## config.mk

```make
export PLATFORM = sky130hd
export DESIGN_NAME = srclamp_queue
export DESIGN_NICKNAME = d
export VERILOG_FILES = /design/src/hw/rtl/stick_radial_clamp_core_assert.svh /design/src/hw/rtl/srclamp_pkg.sv /design/src/hw/rtl/srclamp_queue.sv
export SDC_FILE = /design/constraint.sdc
export NUM_CORES = 1
export LEC_CHECK = 0
export BUFFER_PORTS_ARGS = -buffer_cell sky130_fd_sc_hd__buf_2
export CORE_MARGIN = 2
export CORE_UTILIZATION = 55
export DETAILED_ROUTE_END_ITERATION = 8
export GPL_ROUTABILITY_DRIVEN = 1
export PLACE_DENSITY = 0.77
export SLEW_MARGIN = 5
export SYNTH_ARGS = -nofsm -noshare
export SYNTH_HDL_FRONTEND = slang
export SYNTH_SLANG_ARGS = --single-unit
```

## constraint.sdc

```tcl
create_clock -name clock -period 10.2 [get_ports clock]
set_clock_uncertainty 0.1 [all_clocks]
set_input_delay 1.53 -clock clock [delete_from_list [all_inputs] [get_ports clock]]
set_output_delay 1.53 -clock clock [all_outputs]
set_load 0.02 [all_outputs]
```

## src/hw/rtl/stick_radial_clamp_core_assert.svh

```systemverilog
// assertion macros for the stick radial clamp core
// used by stick_radial_clamp_core.sv; expects clock and reset in the including scope
`ifndef STICK_RADIAL_CLAMP_CORE_ASSERT_SVH
`define STICK_RADIAL_CLAMP_CORE_ASSERT_SVH

// same-cycle implication, disabled while in reset
`define SRC_ASSERT_IMP(lbl, ante, cons, msg) \
   lbl: assert property (@(posedge clock) disable iff (reset) (ante) |-> (cons)) \
      else $error(msg);

// next-cycle implication, disabled while in reset
`define SRC_ASSERT_NEXT(lbl, ante, cons, msg) \
   lbl: assert property (@(posedge clock) disable iff (reset) (ante) |=> (cons)) \
      else $error(msg);

`endif

```

## src/hw/rtl/srclamp_pkg.sv

```systemverilog
// shared types and constants for the stick radial clamp core
// no dependencies; used by every other .sv file of the block
`timescale 1ns / 1ps

package srclamp_pkg;

   // field types
   typedef logic signed [7:0]  coord_type;
   typedef logic signed [14:0] scaled_type;
   typedef logic [6:0]         radius_type;

   // internal arithmetic widths
   typedef logic [7:0]  mag_type;     // |coord|, up to 128
   typedef logic [15:0] sumsq_type;   // x*x + y*y, up to 32768
   typedef logic [13:0] rad_sq_type;  // radius squared
   typedef logic [13:0] prod_type;    // radius * |coord|, up to 16256
   typedef logic [29:0] wide_type;    // limit and trial products
   typedef logic [6:0]  quo_type;     // clamped magnitude
   typedef logic [13:0] qsq_type;     // clamped magnitude squared

   localparam int         RADIUS_RESET_N  = 80;
   localparam radius_type RADIUS_RESET    = radius_type'(RADIUS_RESET_N);
   localparam rad_sq_type RADIUS_SQ_RESET = rad_sq_type'(RADIUS_RESET_N * RADIUS_RESET_N);
   localparam scaled_type SCALE_FACTOR    = 15'sd125;
   localparam coord_type  COORD_MIN       = 8'sh80;

   // one result bit per solve stage of the back end
   localparam int QBITS  = $bits(quo_type);
   localparam int STEP_W = $clog2(QBITS);
   typedef logic [STEP_W-1:0] step_type;

   // four coordinate lanes: main x, main y, sub x, sub y
   localparam int NLANES = 4;

   // queue between front and back
   localparam int QUEUE_AW    = 2;
   localparam int QUEUE_DEPTH = 1 << QUEUE_AW;
   typedef logic [QUEUE_AW-1:0] qptr_type;
   typedef logic [QUEUE_AW:0]   qcnt_type;

   // classified stick, as produced by the front end
   typedef struct packed {
      coord_type x;
      coord_type y;
      sumsq_type s;
      prod_type  rax;
      prod_type  ray;
      logic      clamp;
   } stick_class_type;

   typedef struct packed {
      stick_class_type main_s;
      stick_class_type sub_s;
   } entry_type;

   typedef struct packed {
      logic full;
      logic empty;
   } queue_status_type;

endpackage

```

## src/hw/rtl/srclamp_queue.sv

```systemverilog
// short fifo of classified samples between front end and back end
// depends on srclamp_pkg
`timescale 1ns / 1ps

module srclamp_queue (
   input  logic                          clock,
   input  logic                          reset,
   input  logic                          push_valid,
   input  srclamp_pkg::entry_type        push_entry,
   input  logic                          pop_en,
   output srclamp_pkg::entry_type        pop_entry,
   output srclamp_pkg::queue_status_type q_status
);
   import srclamp_pkg::*;

   entry_type slot_ff [QUEUE_DEPTH];
   qptr_type  wr_ptr_ff, wr_ptr_in;
   qptr_type  rd_ptr_ff, rd_ptr_in;
   qcnt_type  count_ff, count_in;
   logic      do_push;
   logic      do_pop;

   assign q_status.full  = count_ff == qcnt_type'(QUEUE_DEPTH);
   assign q_status.empty = count_ff == '0;
   assign do_push        = push_valid && !q_status.full;
   assign do_pop         = pop_en && !q_status.empty;

   // pointer and fill count update
   always_comb begin
      wr_ptr_in = do_push ? wr_ptr_ff + 1'b1 : wr_ptr_ff;
      rd_ptr_in = do_pop ? rd_ptr_ff + 1'b1 : rd_ptr_ff;
      count_in  = count_ff;
      if (do_push && !do_pop) begin
         count_in = count_ff + 1'b1;
      end else if (do_pop && !do_push) begin
         count_in = count_ff - 1'b1;
      end
   end

   always_ff @(posedge clock) begin
      if (reset) begin
         wr_ptr_ff <= '0;
         rd_ptr_ff <= '0;
         count_ff  <= '0;
      end else begin
         wr_ptr_ff <= wr_ptr_in;
         rd_ptr_ff <= rd_ptr_in;
         count_ff  <= count_in;
      end
   end

   // storage
   always_ff @(posedge clock) begin
      if (do_push) begin
         slot_ff[wr_ptr_ff] <= push_entry;
      end
   end

   assign pop_entry = slot_ff[rd_ptr_ff];

endmodule

```

==> flow_summary.json <==
{
  "syn_area_per_cell_sq_um": 26.3,
  "final_common_cell": "edfxtp_1",
  "ir_worst_vdd_mv": 0.174,
  "placedCellCount": 1357,
  "pre_cts_ws_ns": 5.83,
  "grt-ovfl-total": 0,
  "fin_crit_sh_pct": 46.0,
  "clockRootBuffer": "clkbuf_16",
  "start_util_pct": 55.6,
  "cp.required_ns": 8.57,
  "crit_arrival_ns": 3.07,
  "grt_pass1_wl_mm": 49.7,
  "cp-start-kind": "flop",
  "leakagePower_nw": 7.12,
  "place.gp.congestion": 0.679,
  "path_class": "reg2out",
  "status": "completed",
  "syn_area_sq_um": 18100,
  "drtIter0Drc": 625,
  "power_density_nw_per_um2": 262,
  "first_pass_iters": 6,
  "relSlewSlack_pct": 30.6,
  "hp-start": "rd_ptr_ff[0]$_SDFFE_PP0P_",
  "cts.repair.resized": 0,
  "clkTransAtPathRegs_ns": 0.06,
  "placed_area_sq_um": 19700,
  "cts_buffers": 48,
  "ys_warn_count": 0,
  "fin_tns_setup_ns": 0,
  "whs_ns": 0.425,
  "end_kind": "output pin",
  "detail-route-antenna-nets": 0,
  "drive_gt1_share_pct": 45.3,
  "avgRoutedWirePerCell_um": 22.8,
  "fmax_mhz": 213,
  "wirelength_mm": 33.0,
  "design_area_sq_um": 21300,
  "fp-row-count": 66,
  "rsz0062_at_grt": "false",
  "final_cell_mix": "488 x edfxtp_1, 249 x buf_2, 122 x mux4_2",
  "cts_setup_buffers": 0,
  "fin_ws_ns": 5.50,
  "grt_pass1_vias": 8563,
  "fin_crit_ns": 4.70,
  "holdPathStages": 2,
  "hold_buffers": 0,
  "dieArea_sq_um": 34300,
  "hpwl_mm": 18.7,
  "critPathMaxFanout": 45,
  "core_area_sq_um": 32500,
  "clkSinkCount": 497,
  "drc": 0,
  "finalPower_mw": 5.59,
  "ys_seq_area_share_pct": 82.1,
  "finalSetupViolCount": 0,
  "netlist_instances": 686,
  "io_pins": 250,
  "rr_worst_depth": 4,
  "finalHoldViolations": 0,
  "final_cells": 1449,
  "via_per_inst": 5.61,
  "synth-seq-cells": 497,
  "cts_tree": "built",
  "syn-num-nets": 818,
  "die_h_um": 185,
  "r2r_start": "count_ff[0]$_SDFFE_PP0P_",
  "grt_max_degree": 68,
  "grt_usage_pct": 19.6,
  "slew_violations": 0,
  "clock_latency_ns": 0.54,
  "h-tree-depth": 2,
  "nNetsFinal": 1097,
  "tightest_slew_ns": 1.04,
  "vias": 8131,
  "r2r_end": "slot_ff[3][77]$_DFFE_PP_",
  "max_cap_viol_count": 0,
  "fp.dieW_um": 185,
  "portBuffers": 249,
  "antenna_found_initial": 9,
  "area_delta_synth_final_pct": 18.0,
  "holdCritPathClass": "reg2reg",
  "reg2reg_slack_ns": 6.96,
  "clockBufferDepth": 3,
  "final_util_pct": 65.7,
  "synth_cell_types": 22
}
synthesized netlist by cell type:
cell | instances | share of area (%)
o21ai_0 | 2 | 0.055
dfxtp_1 | 9 | 1.0
nor3_1 | 1 | 0.028
clkbuf_1 | 6 | 0.12
mux2i_1 | 2 | 0.11
edfxtp_1 | 488 | 81
ha_1 | 5 | 0.35
buf_2 | 13 | 0.36
and2_1 | 4 | 0.14
inv_1 | 4 | 0.083
mux4_2 | 122 | 15
nor3b_1 | 1 | 0.042
nand2b_1 | 2 | 0.069
o311ai_0 | 1 | 0.049
buf_6 | 9 | 0.56
xor2_1 | 4 | 0.19
buf_8 | 1 | 0.083
fa_1 | 1 | 0.11
a21oi_1 | 2 | 0.055
o31ai_1 | 1 | 0.042
nor2_1 | 6 | 0.12
or3_1 | 2 | 0.069
state kept, by name, summed over array words and instances (netlist names), named ones only:
signal / cells
slot_ff: 488
count_ff: 3
rd_ptr_ff: 2
wr_ptr_ff: 2
report_power, final:
part	switching, mW	internal, mW
logic	0.741	0.552
clock network	0.704	1.03
registers	0.103	2.46
layout make-up:
type / count / area, sq um
Clock inverter: 27 / 256
Timing Repair Buffer: 258 / 1310
Antenna cell: 5 / 12.5
Inverter: 4 / 15.0
Multi-Input combinational cell: 156 / 3020
Fill cell: 2066 / 11100
Tap cell: 442 / 553
Clock buffer: 60 / 1310
Sequential cell: 497 / 14800
layer usage:
metal | part of all wire (%) | GRT usage [%]
met1 | 40 | 25.3
met2 | 50 | 32.6
met3 | 8.2 | 6.19
met4 | 1.7 | 4.95
met5 | 0.23 | 0
critical path: stages, from the launching register on:
cell     delay [ns]
dfxtp_4        0.83
buf_4          0.83
mux4_2         0.63
buf_2          0.18
kinds of logic after synthesis:
kind of cell,share of synthesized area (%)
compound gates,0.201
xor+xnor,0.194
fa+ha+maj,0.457
buf+inv,1.21
flops,82.1
mux,15.3
simple gates,0.471
worst max-delay path by stage:
stage                    start                        to  slack [ns]  depth (start not counted)
floorplan           push_valid   slot_ff[0][0]$_DFFE_PP_        4.93                          3
global placement    push_valid  slot_ff[3][80]$_DFFE_PP_        5.87                          5
detailed placement  push_valid  slot_ff[3][80]$_DFFE_PP_        5.83                          5
CTS                       flop            pop_entry[103]        5.31                          3
global route              flop            pop_entry[103]        5.17                          3
finish                    flop            pop_entry[103]        5.50                          3
No activity file was read; power rests on OpenSTA's default activity.
