`config.mk`:
```
export PLATFORM = sky130hd
export DESIGN_NAME = srclamp_front_flat
export DESIGN_NICKNAME = d
export VERILOG_FILES = /design/src/hw/rtl/stick_radial_clamp_core_assert.svh /design/src/hw/rtl/srclamp_pkg.sv /design/src/hw/rtl/srclamp_ifs.sv /design/src/hw/rtl/srclamp_front.sv /design/src/flat_wrapper.sv
export SDC_FILE = /design/constraint.sdc
export NUM_CORES = 1
export LEC_CHECK = 0
export ABC_CLOCK_PERIOD_IN_PS = 7500
export BUFFER_PORTS_ARGS = -buffer_cell sky130_fd_sc_hd__buf_4
export CORE_MARGIN = 5
export CORE_UTILIZATION = 45
export DETAILED_ROUTE_END_ITERATION = 6
export PLACE_DENSITY_LB_ADDON = 0.25
export SYNTH_ARGS = -nofsm -noshare
export SYNTH_HDL_FRONTEND = slang
export SYNTH_SLANG_ARGS = --single-unit
```
`constraint.sdc`:
```
create_clock -name clock -period 7.5 [get_ports clock]
set_input_delay 0.375 -clock clock [delete_from_list [all_inputs] [get_ports clock]]
set_output_delay 0.375 -clock clock [all_outputs]
set_load 0.01 [all_outputs]
```
`src/hw/rtl/stick_radial_clamp_core_assert.svh`:
```
// assertion macros for the stick radial clamp core
// used by stick_radial_clamp_core.sv; expects clock and reset in the including scope
`ifndef STICK_RADIAL_CLAMP_CORE_ASSERT_SVH
`define STICK_RADIAL_CLAMP_CORE_ASSERT_SVH

// same-cycle implication, disabled while in reset
`define SRC_ASSERT_IMP(lbl, ante, cons, msg) \
   lbl: assert property (@(posedge clock) disable iff (reset) (ante) |-> (cons)) \
      else $error(msg);

// next-cycle implication, disabled while in reset
`define SRC_ASSERT_NEXT(lbl, ante, cons, msg) \
   lbl: assert property (@(posedge clock) disable iff (reset) (ante) |=> (cons)) \
      else $error(msg);

`endif

```
`src/hw/rtl/srclamp_pkg.sv`:
```
// shared types and constants for the stick radial clamp core
// no dependencies; used by every other .sv file of the block
`timescale 1ns / 1ps

package srclamp_pkg;

   // field types
   typedef logic signed [7:0]  coord_type;
   typedef logic signed [14:0] scaled_type;
   typedef logic [6:0]         radius_type;

   // internal arithmetic widths
   typedef logic [7:0]  mag_type;     // |coord|, up to 128
   typedef logic [15:0] sumsq_type;   // x*x + y*y, up to 32768
   typedef logic [13:0] rad_sq_type;  // radius squared
   typedef logic [13:0] prod_type;    // radius * |coord|, up to 16256
   typedef logic [29:0] wide_type;    // limit and trial products
   typedef logic [6:0]  quo_type;     // clamped magnitude
   typedef logic [13:0] qsq_type;     // clamped magnitude squared

   localparam int         RADIUS_RESET_N  = 80;
   localparam radius_type RADIUS_RESET    = radius_type'(RADIUS_RESET_N);
   localparam rad_sq_type RADIUS_SQ_RESET = rad_sq_type'(RADIUS_RESET_N * RADIUS_RESET_N);
   localparam scaled_type SCALE_FACTOR    = 15'sd125;
   localparam coord_type  COORD_MIN       = 8'sh80;

   // one result bit per solve stage of the back end
   localparam int QBITS  = $bits(quo_type);
   localparam int STEP_W = $clog2(QBITS);
   typedef logic [STEP_W-1:0] step_type;

   // four coordinate lanes: main x, main y, sub x, sub y
   localparam int NLANES = 4;

   // queue between front and back
   localparam int QUEUE_AW    = 2;
   localparam int QUEUE_DEPTH = 1 << QUEUE_AW;
   typedef logic [QUEUE_AW-1:0] qptr_type;
   typedef logic [QUEUE_AW:0]   qcnt_type;

   // classified stick, as produced by the front end
   typedef struct packed {
      coord_type x;
      coord_type y;
      sumsq_type s;
      prod_type  rax;
      prod_type  ray;
      logic      clamp;
   } stick_class_type;

   typedef struct packed {
      stick_class_type main_s;
      stick_class_type sub_s;
   } entry_type;

   typedef struct packed {
      logic full;
      logic empty;
   } queue_status_type;

endpackage

```
`src/hw/rtl/srclamp_ifs.sv`:
```
// valid/ready channel interfaces for sample transactions and result transactions
// depends on srclamp_pkg
`timescale 1ns / 1ps

interface srclamp_req_if;
   import srclamp_pkg::*;

   logic      valid;
   logic      ready;
   coord_type main_x;
   coord_type main_y;
   coord_type sub_x;
   coord_type sub_y;

   modport source (output valid, main_x, main_y, sub_x, sub_y, input ready);
   modport sink   (input valid, main_x, main_y, sub_x, sub_y, output ready);
endinterface


```
`src/hw/rtl/srclamp_front.sv`:
```
// front end: radius register, sample acceptance and per-stick classification
// depends on srclamp_pkg and srclamp_ifs
`timescale 1ns / 1ps

module srclamp_front (
   input  logic                          clock,
   input  logic                          reset,
   input  logic                          csr_wr_en,
   input  srclamp_pkg::radius_type       csr_wr_data,
   srclamp_req_if.sink                   req_ch,
   input  srclamp_pkg::queue_status_type q_status,
   output logic                          push_valid,
   output srclamp_pkg::entry_type        push_entry
);
   import srclamp_pkg::*;

   radius_type radius_ff;
   rad_sq_type radius_sq_ff;
   logic       front_valid_ff, front_valid_in;
   entry_type  front_entry_ff, front_entry_in;
   logic       accept;
   logic       pushed;

   // squared length, clamp decision and radius products for one stick
   function automatic stick_class_type classify(coord_type x, coord_type y,
                                                radius_type r, rad_sq_type rsq);
      mag_type         ax;
      mag_type         ay;
      stick_class_type c;
      ax      = x[7] ? mag_type'(-x) : mag_type'(x);
      ay      = y[7] ? mag_type'(-y) : mag_type'(y);
      c.x     = x;
      c.y     = y;
      c.s     = sumsq_type'(ax) * sumsq_type'(ax) + sumsq_type'(ay) * sumsq_type'(ay);
      c.clamp = c.s > sumsq_type'(rsq);
      c.rax   = prod_type'(r) * prod_type'(ax);
      c.ray   = prod_type'(r) * prod_type'(ay);
      return c;
   endfunction

   // radius register and its square
   always_ff @(posedge clock) begin
      if (reset) begin
         radius_ff    <= RADIUS_RESET;
         radius_sq_ff <= RADIUS_SQ_RESET;
      end else if (csr_wr_en) begin
         radius_ff    <= csr_wr_data;
         radius_sq_ff <= rad_sq_type'(csr_wr_data) * rad_sq_type'(csr_wr_data);
      end
   end

   // input handshake: take a transaction whenever the holding register frees up
   assign pushed       = front_valid_ff && !q_status.full;
   assign req_ch.ready = !front_valid_ff || !q_status.full;
   assign accept       = req_ch.valid && req_ch.ready;

   always_comb begin
      front_valid_in        = accept || (front_valid_ff && !pushed);
      front_entry_in        = front_entry_ff;
      if (accept) begin
         front_entry_in.main_s = classify(req_ch.main_x, req_ch.main_y, radius_ff,
                                          radius_sq_ff);
         front_entry_in.sub_s  = classify(req_ch.sub_x, req_ch.sub_y, radius_ff,
                                          radius_sq_ff);
      end
   end

   always_ff @(posedge clock) begin
      if (reset) begin
         front_valid_ff <= 1'b0;
      end else begin
         front_valid_ff <= front_valid_in;
      end
   end

   always_ff @(posedge clock) begin
      front_entry_ff <= front_entry_in;
   end

   assign push_valid = front_valid_ff;
   assign push_entry = front_entry_ff;

endmodule

```
`src/flat_wrapper.sv`:
```
// flat-port wrapper written by rule: the top's interface ports become plain ports
module srclamp_front_flat import srclamp_pkg::*;
  (clock, reset, csr_wr_en, csr_wr_data, q_status, push_valid, push_entry, req_ch_valid, req_ch_main_x, req_ch_main_y, req_ch_sub_x, req_ch_sub_y, req_ch_ready);
  srclamp_req_if req_ch_i ();
  input  logic clock;
  input  logic reset;
  input  logic csr_wr_en;
  input  srclamp_pkg::radius_type csr_wr_data;
  input  srclamp_pkg::queue_status_type q_status;
  output logic push_valid;
  output srclamp_pkg::entry_type push_entry;
  input wire logic [$bits(req_ch_i.valid)-1:0] req_ch_valid;
  input wire logic [$bits(req_ch_i.main_x)-1:0] req_ch_main_x;
  input wire logic [$bits(req_ch_i.main_y)-1:0] req_ch_main_y;
  input wire logic [$bits(req_ch_i.sub_x)-1:0] req_ch_sub_x;
  input wire logic [$bits(req_ch_i.sub_y)-1:0] req_ch_sub_y;
  output wire logic [$bits(req_ch_i.ready)-1:0] req_ch_ready;
  assign req_ch_i.valid = req_ch_valid;
  assign req_ch_i.main_x = req_ch_main_x;
  assign req_ch_i.main_y = req_ch_main_y;
  assign req_ch_i.sub_x = req_ch_sub_x;
  assign req_ch_i.sub_y = req_ch_sub_y;
  assign req_ch_ready = req_ch_i.ready;
  srclamp_front u_core (.clock(clock), .reset(reset), .csr_wr_en(csr_wr_en), .csr_wr_data(csr_wr_data), .req_ch(req_ch_i), .q_status(q_status), .push_valid(push_valid), .push_entry(push_entry));
endmodule
```
==> summary.md <==
| Metric | Value |
|---|---|
| Crit-path slowest cell | sky130_fd_sc_hd__or4_1 |
| Setup Viol. Count Final | 0 |
| Remaining antenna violation count after routing | 0 |
| Main combinational cell family by area after synthesis | adder cells |
| #FFs+latches synth | between 100 and 150 |
| Proportion of register bits with asynchronous set or reset after synthesis | 0% |
| Clock latency on the worst-skew pair | approximately 0.48 ns |
| Compound-Gate Fraction of Synth Area | 6.74% |
| Gpl congestion | 0.893 |
| Xor-xnor portion of the synthesized cell area | 5.15% |
| Mean post-synth cell area | 9.81 µm² |
| Wire per inst | 16.2 µm |
| Die area | 48900 µm² |
| IO Pins | 169 |
| # fillers | slightly above 4000 |
| Cell variety after synth | 65 |
| Final-stage net count | 2900 |
| Max-cap violations | 0 |
| Aggregate routed wire length | 46.9 mm |
| Ys Warns | 0 |
| DP Wirelength | 38.6 mm |
| Maximum achievable frequency | 0.139 GHz |
| Cell occurring most often along the worst timing path | sky130_fd_sc_hd__fa_1 |
| Area of the multi-input gates | around 14000 µm² |
| Part of the Yosys area used for sequential elements | 20.3% |
| DRC violations left | 0 |
| Via count | 14600 |
| Endpoint type of the worst setup path | flip-flop |
| Cell Area, Synth | 20100 µm² |
| Cells taking the most area after synthesis | sky130_fd_sc_hd__fa_1, sky130_fd_sc_hd__edfxtp_1, sky130_fd_sc_hd__ha_1 |
| Storage element area | approximately 4100 µm² |
| Max-slew headroom | 39.2% |
| Gate count of the mapped netlist | approximately 2000 |
| Commonest non-fill, non-tap cells in the layout | sky130_fd_sc_hd__inv_1, sky130_fd_sc_hd__ha_1, sky130_fd_sc_hd__fa_1 |
| Adder and majority gate portion of the synthesized area | 45.4% |
| Worst clock skew on the final layout | 0.0102 ns |
| H-tree levels | 4 |
| Final hold slack | between 0.09 and 0.1 ns |
| Number of max-slew violations in the final report | 0 |
| Fraction of the cycle the final worst path needs | 95.6% |
| Data arrival time at the worst-slack endpoint | ~7.4 ns |
| Commonest register cell after synthesis | sky130_fd_sc_hd__edfxtp_1 |
| Drt pass-1 iters | 4 |
| Die Span X | 221 µm |
| Multiplexer fraction of the synthesized cell area | 0.561% |
| Largest area contributor in the synthesized netlist | sky130_fd_sc_hd__fa_1 |
| Worst Hold Class | primary input to flip-flop |
| Post CTS Setup Buffer Count | 0 |
| Per-cell via count in the routed design | between 5 and 6 |
| Largest stage delay on the critical path | about 0.54 ns |
| Layout area overhead | 16.0% |
| Most common library cell in the layout ignoring fill and taps | sky130_fd_sc_hd__inv_1 |
| Die H | 221 µm |
| Number of global-route vias before repair | 16100 |
| Initial core utilization | a little under half |
| Measured slew at the worst slew-check pin | 0.912 ns |
| Run status | completed |
| CTS Root Cell | sky130_fd_sc_hd__clkbuf_16 |
| Critical Path Source Type | primary input |
| Clock buffers created by TritonCTS | 17 |
| Number of clock sinks | 142 |
| DRC violation total after the first TritonRoute iteration | between 600 and 700 |
| Ant diodes | 0 |
| Buffers from clock root to sink, at most | 2 |
| Number of enable-type register cells in the synthesized netlist | ~120 |
| Core Area | 44100 µm² |
| Pin count of the biggest net entering global routing | 69 |
| Share of the synthesized area in the top cell type | 27.6% |
| Critical Setup Path Class | primary input to flip-flop |
| Quantity of I/O buffers inserted on ports | 167 |
| TritonCTS clock tree | built |
| Wire length of the first global-routing pass | between 70 and 80 mm |
| Layout cells sized above 1 | 13.8% |
| Clock-pin transition on the worst setup and hold timing paths | 0.07 ns |
| Grt total ovfl | 0 |
| Row Count | 77 |
| CP Data Required Time | 7.74 ns |
| Total routing usage reported by global routing | between 10% and 20% |
| Fraction of the mapped netlist area in simple logic gates | roughly an eighth |
| Hold Fails Final Rpt | 0 |
| Max Fanout on Critical Path | 4 |
| Final Critical Period | approximately 7.2 ns |
| Initial antenna violation count | 1 |
timing repair:
action                     4_1_cts  5_1_grt
hold buffers                     0        0
setup endpoints to repair        0        2
gates resized for setup          0        7
cell type report:
cell class | count | area share (%)
Tap cell | 592 | 3.18
Clock buffer | 17 | 1.83
Sequential cell | 142 | 17.5
Clock inverter | 15 | 0.564
Timing Repair Buffer | 264 | 8.57
Multi-Input combinational cell | 1470 | 62.0
Inverter | 398 | 6.42
final timing paths:
path	end	start	cells after the start	slack, ns
worst min register to register	u_core.radius_sq_ff[7]$_SDFFE_PP0P_	u_core.radius_sq_ff[7]$_SDFFE_PP0P_	2	0.49
worst max-delay path	u_core.push_entry[0]$_DFFE_PP_	req_ch_sub_x[0]	27	0.33
worst max register to register	u_core.push_entry[75]$_DFFE_PP_	u_core.radius_ff[3]$_SDFFE_PP0P_	14	2.75
worst min-delay path	u_core.push_entry[54]$_DFFE_PP_	req_ch_sub_x[1]	1	0.09
routing by layer:
layer / wire length (µm) / global-route usage, % / up-vias
met5: 13 / 0 / -
met4: 1400 / 7.12 / 2
met3: 1490 / 3.35 / 69
met2: 24400 / 36.0 / 242
met1: 19600 / 24.0 / 7300
li1: - / - / 6966
synthesized netlist by cell type (3+ instances only):
cell / instances
sky130_fd_sc_hd__nand3_1: 9
sky130_fd_sc_hd__and3_1: 7
sky130_fd_sc_hd__inv_1: 394
sky130_fd_sc_hd__a21o_1: 21
sky130_fd_sc_hd__or3_1: 11
sky130_fd_sc_hd__o21a_1: 19
sky130_fd_sc_hd__nand4_1: 6
sky130_fd_sc_hd__mux2i_1: 9
sky130_fd_sc_hd__xnor2_1: 92
sky130_fd_sc_hd__ha_1: 285
sky130_fd_sc_hd__and2_1: 122
sky130_fd_sc_hd__nor2b_1: 24
sky130_fd_sc_hd__nand2_1: 236
sky130_fd_sc_hd__or2_2: 3
sky130_fd_sc_hd__clkinv_1: 3
sky130_fd_sc_hd__o21ai_0: 47
sky130_fd_sc_hd__clkbuf_1: 54
sky130_fd_sc_hd__a211o_1: 6
sky130_fd_sc_hd__dfxtp_1: 20
sky130_fd_sc_hd__a211oi_1: 20
sky130_fd_sc_hd__nand2b_1: 18
sky130_fd_sc_hd__a31o_2: 4
sky130_fd_sc_hd__o211ai_1: 9
sky130_fd_sc_hd__xor2_1: 26
sky130_fd_sc_hd__nand4b_1: 3
sky130_fd_sc_hd__o31ai_1: 8
sky130_fd_sc_hd__o22ai_1: 3
sky130_fd_sc_hd__nor3_1: 11
sky130_fd_sc_hd__fa_1: 277
sky130_fd_sc_hd__edfxtp_1: 122
sky130_fd_sc_hd__nor3b_1: 3
sky130_fd_sc_hd__a21boi_0: 3
sky130_fd_sc_hd__nor2_1: 83
sky130_fd_sc_hd__a21oi_1: 46
sky130_fd_sc_hd__o21bai_1: 3
sky130_fd_sc_hd__nor4b_1: 3
registers in the layout (all words and copies together) (netlist names):
signal	flops
u_core.push_valid	1
u_core.radius_sq_ff	13
u_core.radius_ff	6
u_core.push_entry	122
cells by family (layout without fill, tap and decap cells):
family	after synthesis	count (layout)
xor+xnor	118	118
other cells	2	24
mux	11	11
buf+inv	454	694
simple gates	549	549
compound gates	206	206
fa+ha+maj	562	562
flops	142	142
critical path: cells and delay by family:
kind | cells | cell delay (ns)
XOR/XNOR | 2 | 0.28
AND/OR/NAND/NOR | 6 | 1.45
buffers and inverters | 6 | 0.41
AO/OA/AOI/OAI | 5 | 1.28
adder cells (fa/ha/maj) | 8 | 3.60
per-stage QoR:
stage               std cells  setup slack, ns  cell area, µm²  TNS (ns)  util [%]
floorplan                2066          -0.0217           20100   -0.0217         -
global placement         2866          -0.0908           22700    -0.178      51.4
detailed placement       2866           -0.273           22700    -0.450      51.4
CTS                      2898            0.229           23200         0      52.7
global route             2898          -0.0786           23300   -0.0786      52.7
finish                   2898            0.330           23300         0      52.7
Power is left out: the tool's default activity adds up to more than one toggle a clock period on the data nets, which glitch-free logic cannot reach.
